## config.mk

```make
export PLATFORM = sky130hd
export DESIGN_NAME = ps2_mouse_packet_decoder_top
export DESIGN_NICKNAME = d
export VERILOG_FILES = /design/src/rtl/ps2md_pkg.sv /design/src/rtl/ps2md_front.sv /design/src/rtl/ps2md_queue.sv /design/src/rtl/ps2md_back.sv /design/src/rtl/ps2_mouse_packet_decoder_top.sv
export SDC_FILE = /design/constraint.sdc
export NUM_CORES = 1
export LEC_CHECK = 0
export BUFFER_PORTS_ARGS = -buffer_cell sky130_fd_sc_hd__buf_2
export CAP_MARGIN = 20
export CORE_MARGIN = 10
export CORE_UTILIZATION = 44
export CTS_BUF_LIST = sky130_fd_sc_hd__clkbuf_2
export DETAILED_ROUTE_END_ITERATION = 10
export PLACE_DENSITY = 0.73
export SETUP_SLACK_MARGIN = 0.3
export SLEW_MARGIN = 20
export SYNTH_ARGS = -nofsm -noshare
export SYNTH_HDL_FRONTEND = slang
export SYNTH_SLANG_ARGS = --single-unit
```

## constraint.sdc

```tcl
create_clock -name clk -period 5.25 [get_ports clk]
set_clock_uncertainty 0.1 [all_clocks]
set_input_delay 0.2625 -clock clk [delete_from_list [all_inputs] [get_ports clk]]
set_output_delay 0.2625 -clock clk [all_outputs]
set_load 0.1 [all_outputs]
```

## src/rtl/ps2md_pkg.sv

```systemverilog
package ps2md_pkg;

  localparam logic [1:0] MODE_STANDARD    = 2'd0;
  localparam logic [1:0] MODE_WHEEL       = 2'd1;
  localparam logic [1:0] MODE_FIVE_BUTTON = 2'd2;

  localparam int QUEUE_DEPTH_DEFAULT = 2;

  // One complete packet that passed the flags check.
  typedef struct packed {
    logic [7:0] flags;
    logic [7:0] x_byte;
    logic [7:0] y_byte;
    logic [7:0] extra_byte;
    logic [1:0] mode;
  } packet_t;

endpackage

```

## src/rtl/ps2md_front.sv

```systemverilog
module ps2md_front import ps2md_pkg::*; (
  input  logic       clk,
  input  logic       rst,
  input  logic       cfg_wr_en,
  input  logic [1:0] cfg_wr_data,
  input  logic       in_valid,
  output logic       in_stall,
  input  logic [7:0] rx_byte,
  input  logic       queue_full,
  output logic       push,
  output packet_t    push_packet
);

  logic [1:0] packet_mode;
  logic [1:0] byte_count;
  logic [7:0] byte0;
  logic [7:0] byte1;
  logic [7:0] byte2;
  logic       four_byte;
  logic       complete;
  logic       accept;
  logic       keep;

  assign in_stall  = queue_full;
  assign accept    = in_valid && !queue_full;
  assign four_byte = (packet_mode == MODE_WHEEL) || (packet_mode == MODE_FIVE_BUTTON);
  // In standard mode a count of three can only follow a mode change; the
  // packet then completes from the three held bytes.
  assign complete  = four_byte ? (byte_count == 2'd3) : (byte_count >= 2'd2);
  assign keep      = byte0[3] && (byte0[7:6] == 2'b00);

  always_comb begin
    push_packet.flags      = byte0;
    push_packet.x_byte     = byte1;
    push_packet.y_byte     = (byte_count == 2'd2) ? rx_byte : byte2;
    push_packet.extra_byte = rx_byte;
    push_packet.mode       = packet_mode;
  end

  assign push = accept && complete && keep;

  always_ff @(posedge clk) begin
    if (rst) begin
      packet_mode <= MODE_STANDARD;
      byte_count  <= 2'd0;
      byte0       <= 8'd0;
      byte1       <= 8'd0;
      byte2       <= 8'd0;
    end else begin
      if (cfg_wr_en) begin
        packet_mode <= cfg_wr_data;
      end
      if (accept) begin
        if (complete) begin
          byte_count <= 2'd0;
        end else begin
          byte_count <= byte_count + 2'd1;
          unique case (byte_count)
            2'd0:    byte0 <= rx_byte;
            2'd1:    byte1 <= rx_byte;
            default: byte2 <= rx_byte;
          endcase
        end
      end
    end
  end

endmodule

```

## src/rtl/ps2md_queue.sv

```systemverilog
module ps2md_queue import ps2md_pkg::*; #(
  parameter int DEPTH = QUEUE_DEPTH_DEFAULT
) (
  input  logic    clk,
  input  logic    rst,
  input  logic    push,
  input  packet_t push_packet,
  input  logic    pop,
  output logic    full,
  output logic    not_empty,
  output packet_t head
);

  localparam int PTR_W = (DEPTH > 1) ? $clog2(DEPTH) : 1;
  localparam int CNT_W = $clog2(DEPTH + 1);

  packet_t            entries [DEPTH];
  logic [PTR_W-1:0]   wr_ptr;
  logic [PTR_W-1:0]   rd_ptr;
  logic [CNT_W-1:0]   count;
  logic               do_push;
  logic               do_pop;

  assign full      = (count == CNT_W'(DEPTH));
  assign not_empty = (count != '0);
  assign head      = entries[rd_ptr];
  assign do_push   = push && !full;
  assign do_pop    = pop && not_empty;

  always_ff @(posedge clk) begin
    if (do_push) begin
      entries[wr_ptr] <= push_packet;
    end
  end

  always_ff @(posedge clk) begin
    if (rst) begin
      wr_ptr <= '0;
      rd_ptr <= '0;
      count  <= '0;
    end else begin
      if (do_push) begin
        wr_ptr <= (wr_ptr == PTR_W'(DEPTH - 1)) ? '0 : wr_ptr + PTR_W'(1);
      end
      if (do_pop) begin
        rd_ptr <= (rd_ptr == PTR_W'(DEPTH - 1)) ? '0 : rd_ptr + PTR_W'(1);
      end
      if (do_push && !do_pop) begin
        count <= count + CNT_W'(1);
      end else if (do_pop && !do_push) begin
        count <= count - CNT_W'(1);
      end
    end
  end

endmodule

```

## src/rtl/ps2md_back.sv

```systemverilog
module ps2md_back import ps2md_pkg::*; (
  input  logic              clk,
  input  logic              rst,
  input  logic              q_not_empty,
  input  packet_t           q_head,
  output logic              pop,
  output logic              out_valid,
  input  logic              out_stall,
  output logic [4:0]        buttons,
  output logic signed [8:0] dx,
  output logic signed [9:0] dy,
  output logic signed [7:0] wheel
);

  logic [4:0] buttons_next;
  logic [8:0] dx_next;
  logic [9:0] dy_next;
  logic [7:0] wheel_next;
  logic [9:0] y_ext;
  logic       load;

  assign load = !out_valid || !out_stall;
  assign pop  = load && q_not_empty;

  always_comb begin
    buttons_next = {2'b00, q_head.flags[2:0]};
    dx_next      = {q_head.flags[4], q_head.x_byte};
    y_ext        = {{2{q_head.flags[5]}}, q_head.y_byte};
    dy_next      = 10'd0 - y_ext;
    wheel_next   = 8'd0;
    unique case (q_head.mode)
      MODE_WHEEL: begin
        wheel_next = q_head.extra_byte;
      end
      MODE_FIVE_BUTTON: begin
        wheel_next   = {{4{q_head.extra_byte[3]}}, q_head.extra_byte[3:0]};
        buttons_next = {q_head.extra_byte[5], q_head.extra_byte[4], q_head.flags[2:0]};
      end
      default: begin
        wheel_next = 8'd0;
      end
    endcase
  end

  always_ff @(posedge clk) begin
    if (rst) begin
      out_valid <= 1'b0;
    end else if (load) begin
      out_valid <= q_not_empty;
    end
  end

  always_ff @(posedge clk) begin
    if (pop) begin
      buttons <= buttons_next;
      dx      <= dx_next;
      dy      <= dy_next;
      wheel   <= wheel_next;
    end
  end

endmodule

```

## src/rtl/ps2_mouse_packet_decoder_top.sv

```systemverilog
// PS/2 mouse packet decoder.
// Input channel: one mouse byte per transaction on rx_byte, handshake in_valid and
// in_stall. Output channel: one decoded packet per transaction (buttons, dx, dy,
// wheel), handshake out_valid and out_stall. The packet format is set by writing
// packet_mode through cfg_wr_en and cfg_wr_data while the block is idle.
// A byte is taken every cycle unless in_stall is high. Packets whose flags byte
// lacks bit 3 or carries an overflow bit produce no output transaction.
// A finished packet is written into the queue at the edge that takes its last byte;
// it moves on into the output register when that register is empty or not stalled.
// Throughput: one byte per cycle while in_stall is low; the queue between front and
// back holds QUEUE_DEPTH finished packets.
// When the receiver stalls, the output register holds its transaction, the queue
// fills, and in_stall rises only when the queue is full.
// Reset (synchronous, active high) selects standard three-byte mode, clears the
// byte count, empties the queue and drops any pending output. No clearing pass
// is needed; the block accepts bytes as soon as reset is released.
module ps2_mouse_packet_decoder_top import ps2md_pkg::*; #(
  parameter int QUEUE_DEPTH = QUEUE_DEPTH_DEFAULT
) (
  input  logic              clk,
  input  logic              rst,
  input  logic              cfg_wr_en,
  input  logic [1:0]        cfg_wr_data,
  input  logic              in_valid,
  output logic              in_stall,
  input  logic [7:0]        rx_byte,
  output logic              out_valid,
  input  logic              out_stall,
  output logic [4:0]        buttons,
  output logic signed [8:0] dx,
  output logic signed [9:0] dy,
  output logic signed [7:0] wheel
);

  logic    push;
  packet_t push_packet;
  logic    queue_full;
  logic    q_not_empty;
  packet_t q_head;
  logic    pop;

  ps2md_front u_front (
    .clk         (clk),
    .rst         (rst),
    .cfg_wr_en   (cfg_wr_en),
    .cfg_wr_data (cfg_wr_data),
    .in_valid    (in_valid),
    .in_stall    (in_stall),
    .rx_byte     (rx_byte),
    .queue_full  (queue_full),
    .push        (push),
    .push_packet (push_packet)
  );

  ps2md_queue #(
    .DEPTH (QUEUE_DEPTH)
  ) u_queue (
    .clk         (clk),
    .rst         (rst),
    .push        (push),
    .push_packet (push_packet),
    .pop         (pop),
    .full        (queue_full),
    .not_empty   (q_not_empty),
    .head        (q_head)
  );

  ps2md_back u_back (
    .clk         (clk),
    .rst         (rst),
    .q_not_empty (q_not_empty),
    .q_head      (q_head),
    .pop         (pop),
    .out_valid   (out_valid),
    .out_stall   (out_stall),
    .buttons     (buttons),
    .dx          (dx),
    .dy          (dy),
    .wheel       (wheel)
  );

endmodule

```

Word level (Yosys, flattened, before mapping):

Memory sizes are Yosys's and may differ from the RTL's. A register that Yosys moved wholly into a read port is not among the register bits.
Index checks and enable logic that the tools add are counted.

* add/subtract/negate cells: 6
* magnitude comparators: 1
* eq/ne operators: 8
* multiplexer cells: 12
* bitwise operators: 2
* reductions and logical operators: 24

Operators by type and width (number)
* 8-bit one-hot mux with 2 select lines: 1
* 2-bit equality test, second input constant: 5
* 1-bit by 9-bit subtractor with 10-bit output, first input constant: 1
* 1-bit logical AND: 9
* 3-bit AND reduction: 3
* 8-bit two-way mux: 1
* 1-bit two-way mux: 7
* 2-bit by 1-bit equality test with 1-bit output, second input constant: 3
* 2-bit two-way mux: 3
* 1-bit zero test: 5
* 2-bit by 1-bit adder with 2-bit output, second input constant: 2
* 2-bit zero test: 2
* 2-bit nonzero test: 2
* 1-bit adder, second input constant: 2
* 2-bit >= comparator, second input constant: 1
* 1-bit logical OR: 2
* 1-bit NOT: 2
* 2-bit OR reduction: 1
* 2-bit by 1-bit subtractor with 2-bit output, second input constant: 1

* register bits: 65
* bits in writable memories: 68
* bits of input ports: 15
* output and inout port bits: 34
* logic and storage cells: 68
* memories kept: 1

Memory list
* u_queue.entries: depth 2, width 34, rd ports 1, clocked after memory_dff 1, write ports 1, line ps2md_queue.sv:17 `packet_t entries [DEPTH];`

Logic depth before layout (Yosys ltp):

Gate-level depths: netlist of run 1.

* depth in word-level cells: 10
* gate-level depth with buffers: 10
* depth with buffers taken out: 9

Modules after synthesis:

From an unflattened synthesis of run 1, not the netlist that was laid out.

* cells, all modules: 344
* area, all modules: 5375.2 um^2

Modules (own cells, without submodules)
* ps2md_queue: times used 1, cells each 131, area each 2667.6 um^2, sequential area each 2142.1 um^2
* ps2md_front: times used 1, cells each 135, area each 1445.1 um^2, sequential area each 560.5 um^2
* ps2md_back: times used 1, cells each 78, area each 1262.5 um^2, sequential area each 980.9 um^2

Worst setup path after synthesis of run 1:

OpenSTA, ideal clock, no wires.

* path type: reg2reg
* start point: reg u_front.byte_count[0]
* end point: mem u_queue.entries[0][0] (netlist name) (enable)
* setup time: 0.423 ns
* arrival: 2.817 ns
* required time: 4.727 ns
* setup slack: 1.911 ns
* stages on the path, launching flop included: 8
* buffers on the path: 1
* period minus slack after synthesis: 3.339 ns
* cells stage by stage: dfxtp_1 inv_1 ha_1 buf_2 nor2_1 mux2i_1 nor3b_2 nor2b_1

* word-level cells in the longest chain between the ends: 7
* elaborated cells on any way between the ends: 8
* classes of those cells: 1 x order compare; 1 x eq/ne; 3 x mux; 3 x reduce/logical

RTL lines
* start, declared: line ps2md_front.sv:15 `logic [1:0] byte_count;`
* start signal, assigned: line ps2md_front.sv:57 `byte_count <= byte_count + 2'd1;`
* 2-bit >= comparator / 2-bit equality test (equally long branches): line ps2md_front.sv:29 `assign complete = four_byte ? (byte_count == 2'd3) : (byte_count >= 2'd2);`
* 1-bit two-way mux (*): line ps2md_front.sv:29
* 1-bit logical AND (*) (2 in a row): line ps2md_front.sv:40 `assign push = accept && complete && keep;`
* 1-bit logical AND (*): line ps2md_queue.sv:27 `assign do_push = push && !full;`
* named net u_queue.do_push: line ps2md_queue.sv:21 `logic do_push;`
* 1-bit two-way mux (*): line ps2md_queue.sv:31 `if (do_push) begin`
* 1-bit two-way mux (not written as such) (*): line ps2md_queue.sv:32 `entries[wr_ptr] <= push_packet;`
* end, declared: line ps2md_queue.sv:17

Mark *: on every way through the listed nets, which the timed path passes. The rest lies on a longest branch.

Worst setup path in the final report of run 1:

Same ends and word-level chain as after synthesis.

==> metrics.md, run 1 <==
| Metric | Value |
|---|---|
| Max Transition Viols Final | 0 |
| Area of the multi-input gates | 0.00143 mm² |
| # fillers | 924 |
| Net count of the mapped netlist | 352 |
| Total leakage power | 2.22 nW |
| Path type of the worst min-delay path | input pin to flip-flop |
| Sequential cell area | 0.00350 mm² |
| Finished Cell Area | 0.00581 mm² |
| Final setup violating endpoints | 0 |
| Highest achievable clock rate | 304 MHz |
| Vert. Die Dim | 127 µm |
| Antenna violation net count after detailed routing | 0 |
| CTS Root Cell | sky130_fd_sc_hd__clkbuf_2 |
| Number of diodes added for antenna fixing | 0 |
| Clock insertion delay at the later pin of the skew report | 0.63 ns |
| Clk pin slew, worst setup/hold paths | 0.17 ns |
| Htree depth | 4 |
| Syn Inst Count | 329 |
| Relative slew slack | 0.314 |
| Placeable core region | 0.0110 mm² |
| Setup repair after global routing missed its margin | no |
| Post-CTS Setup Repair Bufs | 0 |
| Met2 wire len | 4560 µm |
| Largest net degree at the start of global routing | 44 |
| Port Buffer Count | 48 |
| Final-layout worst hold slack | 0.367 ns |
| Critical path data arrival time | 3.53 ns |
| Power per cell area | 546 mW/mm² |
| Met3 wire length | 518 µm |
| Total global routing overflow | 0 |
| Routability congestion estimate | 0.749 |
| Initial antenna violation count | 0 |
| Final worst path period need | 3.29 ns |
| Routed metal-1 wirelength | 3680 µm |
| Top fanout value on the critical path | 17 |
| Number of distinct library cells after synthesis | 31 |
| Commonest cells post-synth | sky130_fd_sc_hd__edfxtp_1, sky130_fd_sc_hd__mux2i_1, sky130_fd_sc_hd__dfxtp_1 |
| Via count of the first global-routing pass | 2918 |
| Most used flip-flop cell after synthesis | sky130_fd_sc_hd__edfxtp_1 |
| Number of instances resized during post-cts repair | 0 |
| Required time of the critical path | 5.49 ns |
| Ports placed on the boundary | 49 |
| Clock tree from TritonCTS | yes |
| Wirelength per Cell | 15.7 µm |
| Mean area per synthesized cell | 15.2 µm² |
| Post-synthesis instance area | 0.00500 mm² |
| Async SR Flop Fraction | 0 |
| Number of enable-type register cells in the synthesized netlist | 94 |
| Category of the worst setup path launch point | flip-flop |
| Std cell rows | 38 |
| Die footprint | 0.0160 mm² |
| Post-DP Area | 0.00542 mm² |
| Post-route clock period utilization | 0.626 |
| Overall power of the completed layout | 0.00317 W |
| Horizontal die dimension | 127 µm |
| Share of layout cells above drive strength 1 | 0.265 |
| Share of the yosys chip area belonging to registers | 0.700 |
| Actual slew at the worst max-slew pin | 1.02 ns |
| Final hold violations | 0 |
| Routed vias/inst | 4.87 |
| Core Util, Final | 0.529 |
| Final net count | 432 |
| Cell taking the most area after synthesis | sky130_fd_sc_hd__edfxtp_1 |
| Register bit total from synthesis | 128 |
| TritonRoute pass-1 iters | 5 |
| Max capacitance violation total | 0 |
| Largest buffer count on any clock path | 2 |
| Post-synthesis to final-layout area growth | 16.1% |
| Worst Path Class, Setup | flip-flop to flip-flop |
| Ys Warns | 0 |
| Peak VDD IR | 0.445 mV |
| Routed vias | 2735 |
| Topmost layer with routed signal wires | met4 |
| All-Layer GR Usage | 0.114 |
| Dominant cell by count in the synthesized netlist | sky130_fd_sc_hd__edfxtp_1 |
| Run status | finished, final reports clean |
| Crit end category | flip-flop |
| TritonCTS buffer count | 17 |
| Final routed wirelength across all metal layers | 8800 µm |
| First-pass GRT wire length | 14400 µm |
| Number of sinks handled by clock tree synthesis | 128 |
| Setup Total Neg Slack | 0 ns |
| Post-detailed-placement half-perimeter wirelength | 5920 µm |
| Iteration-0 DRC count of the detailed router | 135 |
| Detailed-route DRC error count | 0 |
| Area contributors post-synth | sky130_fd_sc_hd__edfxtp_1, sky130_fd_sc_hd__dfxtp_1, sky130_fd_sc_hd__mux2i_1 |
| Initial cell density of the core | 0.456 |
| Area share of the largest cell type after synthesis | 0.564 |
critical path, stage by stage, from the launching register on:
cell and delay [ns]:
sky130_fd_sc_hd__dfxtp_1 0.38, sky130_fd_sc_hd__inv_1 0.09, sky130_fd_sc_hd__ha_1 0.39, sky130_fd_sc_hd__nor2_1 0.07
sky130_fd_sc_hd__mux2i_1 0.37, sky130_fd_sc_hd__nor3b_2 0.34, sky130_fd_sc_hd__nor2b_2 0.88, sky130_fd_sc_hd__buf_4 0.37
per-stage QoR:
step	instances	worst slack [ns]
2_1_floorplan	329	1.91
3_3_place_gp	512	2.08
3_5_place_dp	512	1.95
4_1_cts	562	1.93
5_1_grt	562	1.71
6_report	562	1.96
where the power goes:
part | internal (W) | total (W) | leakage, nW | switching [W]
clock | 0.000214 | 0.000552 | 0.138 | 0.000337
combinational | 0.000243 | 0.00128 | 0.935 | 0.00104
sequential | 0.00128 | 0.00134 | 1.15 | 0.0000593
total | 0.00174 | 0.00317 | 2.22 | 0.00144
metal layers:
| layer | track usage | up-vias |
|---|---|---|
| met1 | 0.124 | 1328 |
| met4 | 0.0482 | 0 |
| li1 | - | 1355 |
| met5 | 0 | - |
| met3 | 0.0475 | 2 |
| met2 | 0.194 | 50 |
kinds of logic after synthesis:
group                    after synthesis  synth area share
AO/OA/AOI/OAI                         17            0.0205
multiplexers                          67             0.140
flip-flops                           128             0.700
XOR/XNOR                              12            0.0210
buffers and inverters                 18            0.0150
AND/OR/NAND/NOR                       79            0.0830
adder cells (fa/ha/maj)                8            0.0200
final timing paths:
path	depth (start not counted)	slack, ns	startpoint	to
max	7	1.96	u_front.byte_count[0]$_SDFFE_PP0N_	u_queue.entries[0][0]$_DFFE_PP_
min	2	0.37	rx_byte[3]	u_queue.entries[1][5]$_DFFE_PP_
max reg2reg	7	1.96	u_front.byte_count[0]$_SDFFE_PP0N_	u_queue.entries[0][0]$_DFFE_PP_
min reg2reg	0	0.38	u_front.byte1[1]$_SDFFE_PP0P_	u_queue.entries[1][19]$_DFFE_PP_
final cells by class:
cell class                      instances  share of cell area
Sequential cell                       128               0.603
Inverter                                8             0.00517
Clock inverter                         13              0.0209
Timing Repair Buffer                   71              0.0788
Clock buffer                           19              0.0164
Multi-Input combinational cell        183               0.246
Tap cell                              140              0.0301
state kept, by name, indices dropped and copies added, names as in the netlist, named ones only:
register and count:
u_front.byte0 8, u_queue.count 2, u_back.dy 10, u_front.byte_count 2, u_back.wheel 8, u_back.dx 9
u_queue.entries 62, u_front.packet_mode 2, u_front.byte1 8, u_queue.wr_ptr 1, u_front.byte2 8, u_back.out_valid 1
u_back.buttons 5, u_queue.rd_ptr 1
layout by cell type, fill, tap and decap left out, types with 2 or more instances in the layout:
| cell type | count |
|---|---|
| sky130_fd_sc_hd__mux2i_1 | 41 |
| sky130_fd_sc_hd__nand2_1 | 8 |
| sky130_fd_sc_hd__clkinv_2 | 3 |
| sky130_fd_sc_hd__and2_1 | 3 |
| sky130_fd_sc_hd__clkinv_1 | 4 |
| sky130_fd_sc_hd__xor2_1 | 5 |
| sky130_fd_sc_hd__ha_1 | 8 |
| sky130_fd_sc_hd__dlygate4sd3_1 | 18 |
| sky130_fd_sc_hd__nor2b_1 | 2 |
| sky130_fd_sc_hd__inv_1 | 8 |
| sky130_fd_sc_hd__bufinv_16 | 2 |
| sky130_fd_sc_hd__o21bai_1 | 2 |
| sky130_fd_sc_hd__buf_2 | 48 |
| sky130_fd_sc_hd__clkinv_4 | 2 |
| sky130_fd_sc_hd__clkbuf_2 | 19 |
| sky130_fd_sc_hd__dfxtp_1 | 34 |
| sky130_fd_sc_hd__nor3b_1 | 3 |
| sky130_fd_sc_hd__nor3_1 | 3 |
| sky130_fd_sc_hd__nor2_1 | 31 |
| sky130_fd_sc_hd__mux2_2 | 26 |
| sky130_fd_sc_hd__nand3b_1 | 2 |
| sky130_fd_sc_hd__edfxtp_1 | 94 |
| sky130_fd_sc_hd__xnor2_1 | 7 |
| sky130_fd_sc_hd__or3_1 | 2 |
| sky130_fd_sc_hd__a21oi_1 | 8 |
| sky130_fd_sc_hd__nand3_1 | 4 |
| sky130_fd_sc_hd__nand2b_1 | 17 |
| sky130_fd_sc_hd__buf_4 | 5 |
| sky130_fd_sc_hd__o21ai_0 | 3 |
repair_timing:
item,4_1_cts,5_1_grt
hold endpoints to repair,66,0
endpoints found under the setup margin,0,0
hold buffers,18,0
(Power assumes the default switching activity.)
==> inputs of run 2 (changes only) <==
--- a/config.mk
+++ b/config.mk
@@ -5,6 +5,7 @@
 export SDC_FILE = /design/constraint.sdc
 export NUM_CORES = 1
 export LEC_CHECK = 0
+export ABC_AREA = 1
 export BUFFER_PORTS_ARGS = -buffer_cell sky130_fd_sc_hd__buf_2
 export CAP_MARGIN = 20
 export CORE_MARGIN = 10
==> constraint.sdc (replaced) <==
create_clock -name clk -period 3.23 [get_ports clk]
set_clock_uncertainty 0.1 [all_clocks]
set_input_delay 0.1615 -clock clk [delete_from_list [all_inputs] [get_ports clk]]
set_output_delay 0.1615 -clock clk [all_outputs]
set_load 0.1 [all_outputs]
==> run 2 against run 1 <==
Compared with the run above: clock-buffer cell count unchanged; critical path depth is 7 higher; clock power increased by 70%; sequential power up 68%; design area rose by 2.3%; register-to-register slack worse by 1.1 ns; synthesized cell count is 45% higher; first-iteration DRC count grew 38%; highest routed layer unchanged.
==> metrics.md, run 2 <==
| Metric | Value |
|---|---|
| Cell count of the worst reg-to-reg path | 14 |
| Cell taking the most area after synthesis | sky130_fd_sc_hd__edfxtp_1 |
| Number of distinct library cells after synthesis | 31 |
| Area contributors post-synth | sky130_fd_sc_hd__edfxtp_1, sky130_fd_sc_hd__dfxtp_1, sky130_fd_sc_hd__nand2_1 |
| Commonest cells post-synth | sky130_fd_sc_hd__nand2_1, sky130_fd_sc_hd__edfxtp_1, sky130_fd_sc_hd__inv_1 |
| Total leakage power | 2.44 nW |
| Port Buffer Count | 48 |
| Wirelength per Cell | 13.9 µm |
| Largest net degree at the start of global routing | 36 |
| End point of the worst hold path | u_queue.entries[0][7]$_DFFE_PP_ |
| Iteration-0 DRC count of the detailed router | 186 |
| Power per cell area | 989 mW/mm² |
| Reg-to-Reg Start | u_front.byte_count[0]$_SDFFE_PP0N_ |
| Clk pin slew, worst setup/hold paths | 0.19 ns |
| Detailed-route DRC error count | 0 |
| Topmost layer with routed signal wires | met4 |
| Ys Warns | 0 |
| Die footprint | 0.0166 mm² |
| Net count of the mapped netlist | 501 |
| Number of instances resized during post-cts repair | 0 |
| Post-route clock period utilization | 0.733 |
| Met3 wire length | 713 µm |
| Final worst path period need | 2.37 ns |
| Routability congestion estimate | 0.796 |
| Async SR Flop Fraction | 0 |
| Routed vias | 3478 |
| Final hold violations | 0 |
| Horizontal die dimension | 129 µm |
| Syn Inst Count | 478 |
| Top fanout value on the critical path | 17 |
| Crit end category | flip-flop |
| Ports placed on the boundary | 49 |
| Count of placed standard cells in the final layout, fillers left out | 706 |
| Max capacitance violation total | 0 |
| Initial cell density of the core | 0.453 |
| Number of flip-flops under the largest register name | 62 |
| Setup Total Neg Slack | 0 ns |
| Vert. Die Dim | 129 µm |
| Routed metal-1 wirelength | 3820 µm |
| Required time of the critical path | 3.74 ns |
| Number of instances in the placed design | 657 |
| Routed vias/inst | 4.93 |
| Final-layout worst hold slack | 0.229 ns |
| Post-detailed-placement half-perimeter wirelength | 6460 µm |
| Clock tree from TritonCTS | yes |
| Std cell rows | 39 |
| Commonest non-fill, non-tap cells in the layout | sky130_fd_sc_hd__nand2_1, sky130_fd_sc_hd__edfxtp_1, sky130_fd_sc_hd__buf_2 |
| Final routed wirelength across all metal layers | 9800 µm |
| Most used flip-flop cell after synthesis | sky130_fd_sc_hd__edfxtp_1 |
| Run status | finished, final reports clean |
| Htree depth | 4 |
| Post-CTS Setup Repair Bufs | 0 |
| Met2 wire len | 4920 µm |
| Post-synthesis to final-layout area growth | 14.0% |
| Max Transition Viols Final | 0 |
| Initial antenna violation count | 1 |
| TritonCTS buffer count | 17 |
| Share of layout cells above drive strength 1 | 0.205 |
| Worst Path Class, Setup | flip-flop to flip-flop |
| WHS Path Cells | 2 |
| CTS Root Cell | sky130_fd_sc_hd__clkbuf_2 |
| Post-synthesis instance area | 0.00522 mm² |
| Highest achievable clock rate | 423 MHz |
| Total global routing overflow | 0 |
| Relative slew slack | 0.642 |
| Setup repair after global routing missed its margin | no |
| Worst min-delay path startpoint | rx_byte[5] |
| Dominant cell by count in the synthesized netlist | sky130_fd_sc_hd__nand2_1 |
| Top Registers | u_queue.entries: 62 flops, u_back.dy: 10 flops, u_back.dx: 9 flops |
| # hold bufs at CTS | 16 |
| Placeable core region | 0.0115 mm² |
| Antenna violation net count after detailed routing | 0 |
| Peak VDD IR | 0.349 mV |
| Register with the highest flop count | u_queue.entries |
| Final setup violating endpoints | 0 |
| TritonRoute pass-1 iters | 4 |
| # fillers | 998 |
| Number of enable-type register cells in the synthesized netlist | 94 |
| Register bit total from synthesis | 128 |
| Actual slew at the worst max-slew pin | 0.536 ns |
| Area share of the largest cell type after synthesis | 0.541 |
| Via count of the first global-routing pass | 3374 |
| Critical path data arrival time | 2.88 ns |
| Final net count | 572 |
| First-pass GRT wire length | 15900 µm |
| Reg2Reg Setup Slack | 0.86 ns |
| All-Layer GR Usage | 0.122 |
| Number of sinks handled by clock tree synthesis | 128 |
| Endpoint of the worst-slack reg-to-reg timing path | u_queue.count[1]$_SDFFE_PP0P_ |
| Share of the yosys chip area belonging to registers | 0.672 |
| Largest buffer count on any clock path | 2 |
| Clock insertion delay at the later pin of the skew report | 0.66 ns |
| Category of the worst setup path launch point | flip-flop |
| Most common cell after layout, fill and taps aside | sky130_fd_sc_hd__nand2_1 |
| Mean area per synthesized cell | 10.9 µm² |
| Path type of the worst min-delay path | input pin to flip-flop |
==> run 2: cell count changes after synthesis, sizes merged, moves of 4 or more <==
| cell | change |
|---|---|
| nand2 | +130 |
| mux2i | -41 |
| inv | +38 |
| a21oi | +32 |
| nand3 | +28 |
| mux2 | -26 |
| o21ai | +21 |
| nand2b | -17 |
| buf | +8 |
| xnor2 | -7 |
| nor3b | -4 |
| or2 | +4 |
==> run 2: final cells by class <==
| type | count | area (µm²) | share of cell area |
|---|---|---|---|
| inverters | 46 | 175 | 0.0295 |
| diodes | 1 | 2.50 | 0.000421 |
| clock inverters | 13 | 138 | 0.0231 |
| well taps | 143 | 179 | 0.0301 |
| repair buffers | 68 | 430 | 0.0724 |
| flip-flops and latches | 128 | 3500 | 0.589 |
| clock buffers | 19 | 95.1 | 0.0160 |
| multi-input cells | 288 | 1420 | 0.239 |
==> run 2: worst max-delay path by stage <==
stage          cells after the start                         endpoint                          startpoint  slack (ns)
2_1_floorplan                      8  u_queue.entries[0][0]$_DFFE_PP_  u_front.byte_count[0]$_SDFFE_PP0N_        0.45
3_3_place_gp                      14    u_queue.count[1]$_SDFFE_PP0P_  u_front.byte_count[0]$_SDFFE_PP0N_        1.06
3_5_place_dp                      14    u_queue.count[1]$_SDFFE_PP0P_  u_front.byte_count[0]$_SDFFE_PP0N_        0.91
4_1_cts                           14    u_queue.count[1]$_SDFFE_PP0P_  u_front.byte_count[0]$_SDFFE_PP0N_        0.87
5_1_grt                           14    u_queue.count[1]$_SDFFE_PP0P_  u_front.byte_count[0]$_SDFFE_PP0N_        0.61
6_report                          14    u_queue.count[1]$_SDFFE_PP0P_  u_front.byte_count[0]$_SDFFE_PP0N_        0.86
==> run 2: report_power, final <==
part / switching (W) / internal [W] / leakage [nW]
clock: 0.000580 / 0.000361 / 0.142
sequential: 0.0000983 / 0.00215 / 1.16
combinational: 0.00229 / 0.000401 / 1.14
total: 0.00297 / 0.00291 / 2.44
==> run 2: cells by family (layout without fill, tap and decap cells) <==
kind of cell | count (synthesis) | in the layout | share of synthesized area
other cells | 0 | 1 | 0
compound gates | 68 | 68 | 0.0751
simple gates | 210 | 210 | 0.175
buf+inv | 62 | 146 | 0.0557
flops | 128 | 128 | 0.672
fa+ha+maj | 8 | 8 | 0.0192
xor+xnor | 2 | 2 | 0.00336
==> run 2: layer usage <==
| metal | track usage | vias to the layer above |
|---|---|---|
| li1 | - | 1747 |
| met1 | 0.128 | 1613 |
| met2 | 0.210 | 90 |
| met3 | 0.0419 | 28 |
| met4 | 0.0716 | 0 |
| met5 | 0 | - |
==> run 2: worst max-delay path: stages, from the launching register on <==
cell	delay (ns)
sky130_fd_sc_hd__dfxtp_1	0.41
sky130_fd_sc_hd__inv_1	0.10
sky130_fd_sc_hd__ha_1	0.22
sky130_fd_sc_hd__inv_1	0.32
sky130_fd_sc_hd__nand2_1	0.10
sky130_fd_sc_hd__nand3_1	0.08
sky130_fd_sc_hd__nand2_1	0.09
sky130_fd_sc_hd__nand2_1	0.11
sky130_fd_sc_hd__inv_1	0.06
sky130_fd_sc_hd__ha_1	0.29
sky130_fd_sc_hd__a21oi_1	0.11
sky130_fd_sc_hd__o21ai_0	0.11
sky130_fd_sc_hd__nand2_1	0.08
sky130_fd_sc_hd__nand2_1	0.05
sky130_fd_sc_hd__nor2_1	0.10
==> run 2: per-stage QoR <==
stage | worst slack (ns) | utilization | area, µm² | total power (W)
after detailed placement | 0.909 | 0.482 | 5550 | 0.00498
after global routing | 0.608 | 0.516 | 5950 | 0.00615
after global placement | 1.06 | 0.482 | 5550 | 0.00493
final | 0.864 | 0.516 | 5950 | 0.00588
after CTS | 0.866 | 0.516 | 5940 | 0.00593
after floorplan | 0.450 | - | 5220 | 0.00461
==> inputs of run 3 (changes only) <==
--- a/config.mk
+++ b/config.mk
@@ -12,7 +12,7 @@
 export CORE_UTILIZATION = 44
 export CTS_BUF_LIST = sky130_fd_sc_hd__clkbuf_2
 export DETAILED_ROUTE_END_ITERATION = 10
-export PLACE_DENSITY = 0.73
+export PLACE_DENSITY = 0.75
 export SETUP_SLACK_MARGIN = 0.3
 export SLEW_MARGIN = 20
 export SYNTH_ARGS = -nofsm -noshare
==> constraint.sdc (replaced) <==
create_clock -name clk -period 1.99 [get_ports clk]
set_clock_uncertainty 0.1 [all_clocks]
set_input_delay 0.0995 -clock clk [delete_from_list [all_inputs] [get_ports clk]]
set_output_delay 0.0995 -clock clk [all_outputs]
set_load 0.1 [all_outputs]
==> run 3 against run 2 <==
Compared with the run above: fmax increased by 25%; flip-flop and latch count unchanged; via count increased by 5.5%; design area increased by 11%; worst hold slack got worse by 0.13 ns; non-clock buffer count increased by 24; combinational power increased by 89%; total power increased by 76%; critical endpoint is now u_queue.entries[0][16]$_DFFE_PP_; largest cell class unchanged.
==> metrics.md, run 3 (synthesis results as in run 2) <==
| Metric | Value |
|---|---|
| Setup repair after global routing missed its margin | yes |
| Met3 track utilization from global routing | 0.0480 |
| Ports placed on the boundary | 49 |
| Relative slew slack | 0.644 |
| Critical path data arrival time | 2.22 ns |
| Clock tree from TritonCTS | yes |
| Final worst path period need | 1.89 ns |
| Post-synthesis to final-layout area growth | 26.7% |
| Number of instances in the placed design | 663 |
| Htree depth | 4 |
| Number of flip-flops under the largest register name | 62 |
| Number of sinks handled by clock tree synthesis | 128 |
| Reg2Reg Setup Slack | 0.1 ns |
| CTS Root Cell | sky130_fd_sc_hd__clkbuf_2 |
| Category of the worst setup path launch point | flip-flop |
| Worst min-delay path startpoint | rx_byte[4] |
| Run status | finished, final reports clean |
| Final net count | 596 |
| Crit end category | flip-flop |
| Top fanout value on the critical path | 15 |
| Wirelength per Cell | 15.7 µm |
| Clock insertion delay at the later pin of the skew report | 0.70 ns |
| Grt met2 use | 0.228 |
| Required time of the critical path | 2.32 ns |
| Peak VDD IR | 0.839 mV |
| Met1 Usage GRT | 0.142 |
| Critical-path top delay cell | sky130_fd_sc_hd__dfxtp_4 |
| Register with the highest flop count | u_queue.entries |
| Final routed wirelength across all metal layers | 11500 µm |
| Final setup violating endpoints | 0 |
| Max Transition Viols Final | 0 |
| Std cell rows | 39 |
| CP top delay family | simple AND/OR/NAND/NOR gates |
| Count of placed standard cells in the final layout, fillers left out | 730 |
| Total leakage power | 2.62 nW |
| Die footprint | 0.0166 mm² |
| Detailed-route DRC error count | 0 |
| First-pass GRT wire length | 17100 µm |
| Commonest non-fill, non-tap cells in the layout | sky130_fd_sc_hd__nand2_1, sky130_fd_sc_hd__edfxtp_1, sky130_fd_sc_hd__buf_4 |
| Setup Total Neg Slack | 0 ns |
| All-Layer GR Usage | 0.132 |
| Worst Path Class, Setup | flip-flop to flip-flop |
| Clk pin slew, worst setup/hold paths | 0.19 ns |
| Via count of the first global-routing pass | 3527 |
| Final hold violations | 0 |
| Horizontal die dimension | 129 µm |
| Most common cell after layout, fill and taps aside | sky130_fd_sc_hd__nand2_1 |
| Critical path's most frequent cell | sky130_fd_sc_hd__nand2_2 |
| Highest achievable clock rate | 529 MHz |
| Share of layout cells above drive strength 1 | 0.312 |
| Vert. Die Dim | 129 µm |
| Endpoint of the worst-slack reg-to-reg timing path | u_queue.entries[0][16]$_DFFE_PP_ |
| Iteration-0 DRC count of the detailed router | 267 |
| Top Registers | u_queue.entries: 62 flops, u_back.dy: 10 flops, u_back.dx: 9 flops |
| WHS Path Cells | 2 |
| Number of buffer and inverter instances along the worst setup path | 3 |
| Actual slew at the worst max-slew pin | 0.533 ns |
| Reg-to-Reg Start | u_front.byte_count[1]$_SDFFE_PP0N_ |
| Antenna violation net count after detailed routing | 0 |
| Total global routing overflow | 0 |
| End point of the worst hold path | u_queue.entries[0][6]$_DFFE_PP_ |
| Routability congestion estimate | 0.800 |
| Global-route layer with the greatest usage | met2 |
| Routed vias/inst | 5.03 |
| Critical-path cell list | ha_4 > inv_8 > nand2_4 > nand3_2 > nand2_2 > nand2_2 > buf_6 > nor2_4 > clkbuf_16 |
| Post-route clock period utilization | 0.951 |
| Largest buffer count on any clock path | 2 |
| TritonRoute pass-1 iters | 5 |
| Path type of the worst min-delay path | input pin to flip-flop |
| Port Buffer Count | 48 |
| Post-detailed-placement half-perimeter wirelength | 6970 µm |
| Largest net degree at the start of global routing | 36 |
| Max capacitance violation total | 0 |
| Delay of the slowest critical-path stage | 0.44 ns |
| Initial cell density of the core | 0.453 |
| Routed vias | 3670 |
| Cell count of the worst reg-to-reg path | 9 |
| TritonCTS buffer count | 17 |
| Initial antenna violation count | 1 |
| Placeable core region | 0.0115 mm² |
| Power per cell area | 1570 mW/mm² |
-- run 3: changes by cell type in the layout (fill, tap and decap cells not counted), moves of 5 or more --
cell and change:
sky130_fd_sc_hd__dfxtp_1 -8, sky130_fd_sc_hd__nand2_1 -7, sky130_fd_sc_hd__buf_2 -34, sky130_fd_sc_hd__ha_1 -6, sky130_fd_sc_hd__buf_6 +6, sky130_fd_sc_hd__inv_1 -6, sky130_fd_sc_hd__buf_4 +44, sky130_fd_sc_hd__ha_4 +5
-- run 3: layout make-up --
cell class | count | area [µm²]
Antenna cell | 1 | 2.50
Multi-Input combinational cell | 288 | 1640
Clock buffer | 18 | 90.1
Clock inverter | 14 | 141
Inverter | 46 | 195
Sequential cell | 128 | 3520
Tap cell | 143 | 179
Fill cell | 914 | 4910
Timing Repair Buffer | 92 | 833
-- run 3: worst max-delay path by stage --
stage	from	end	depth (start not counted)
after detailed placement	u_front.byte_count[0]$_SDFFE_PP0N_	u_queue.count[1]$_SDFFE_PP0P_	14
after global routing	u_front.packet_mode[1]$_SDFFE_PP0P_	u_queue.entries[0][27]$_DFFE_PP_	8
final	u_front.byte_count[1]$_SDFFE_PP0N_	u_queue.entries[0][16]$_DFFE_PP_	9
after floorplan	u_front.byte_count[0]$_SDFFE_PP0N_	u_queue.entries[0][0]$_DFFE_PP_	8
after CTS	u_queue.count[0]$_SDFFE_PP0P_	in_stall	4
after global placement	u_front.byte_count[0]$_SDFFE_PP0N_	u_queue.count[1]$_SDFFE_PP0P_	14
-- run 3: repair_timing --
| item | in CTS | in global routing |
|---|---|---|
| gates resized for setup | 52 | 32 |
| hold buffers | 15 | 0 |
| endpoints found under the setup margin | 105 | 91 |
| gates cloned | 0 | 4 |
| pin swaps | 3 | 4 |
| hold endpoints to repair | 64 | 0 |
| setup buffers | 6 | 9 |
-- run 3: worst reg2reg max path: stages, from the launching register on --
cell and delay [ns]:
sky130_fd_sc_hd__dfxtp_4 0.44, sky130_fd_sc_hd__ha_4 0.18, sky130_fd_sc_hd__inv_8 0.04, sky130_fd_sc_hd__nand2_4 0.04
sky130_fd_sc_hd__nand3_2 0.07, sky130_fd_sc_hd__nand2_2 0.09, sky130_fd_sc_hd__nand2_2 0.07, sky130_fd_sc_hd__buf_6 0.12
sky130_fd_sc_hd__nor2_4 0.22, sky130_fd_sc_hd__clkbuf_16 0.24
-- run 3: report_power, final --
group          internal [W]  total, W  switching (W)
Sequential          0.00351   0.00372       0.000204
Combinational       0.00116   0.00508        0.00392
Clock              0.000574   0.00154       0.000971
Total               0.00525    0.0103        0.00510
-- run 3: metal layers --
metal / share of wire / vias up
li1: - / 1797
met1: 0.38 / 1748
met2: 0.53 / 104
met3: 0.066 / 21
met4: 0.024 / 0
met5: 0 / -
-- run 3: through the flow --
stage               total power (W)  setup slack [ns]  utilization  hold slack [ns]  area (µm²)
global route                 0.0108            0.0478        0.574           0.0312        6610
finish                       0.0103            0.0980        0.574           0.0985        6610
floorplan                   0.00762             0.139            -           0.0984        5350
CTS                          0.0102             0.194        0.548           0.0586        6310
detailed placement          0.00830            0.0583        0.499            0.267        5750
global placement            0.00820             0.182        0.499            0.255        5750
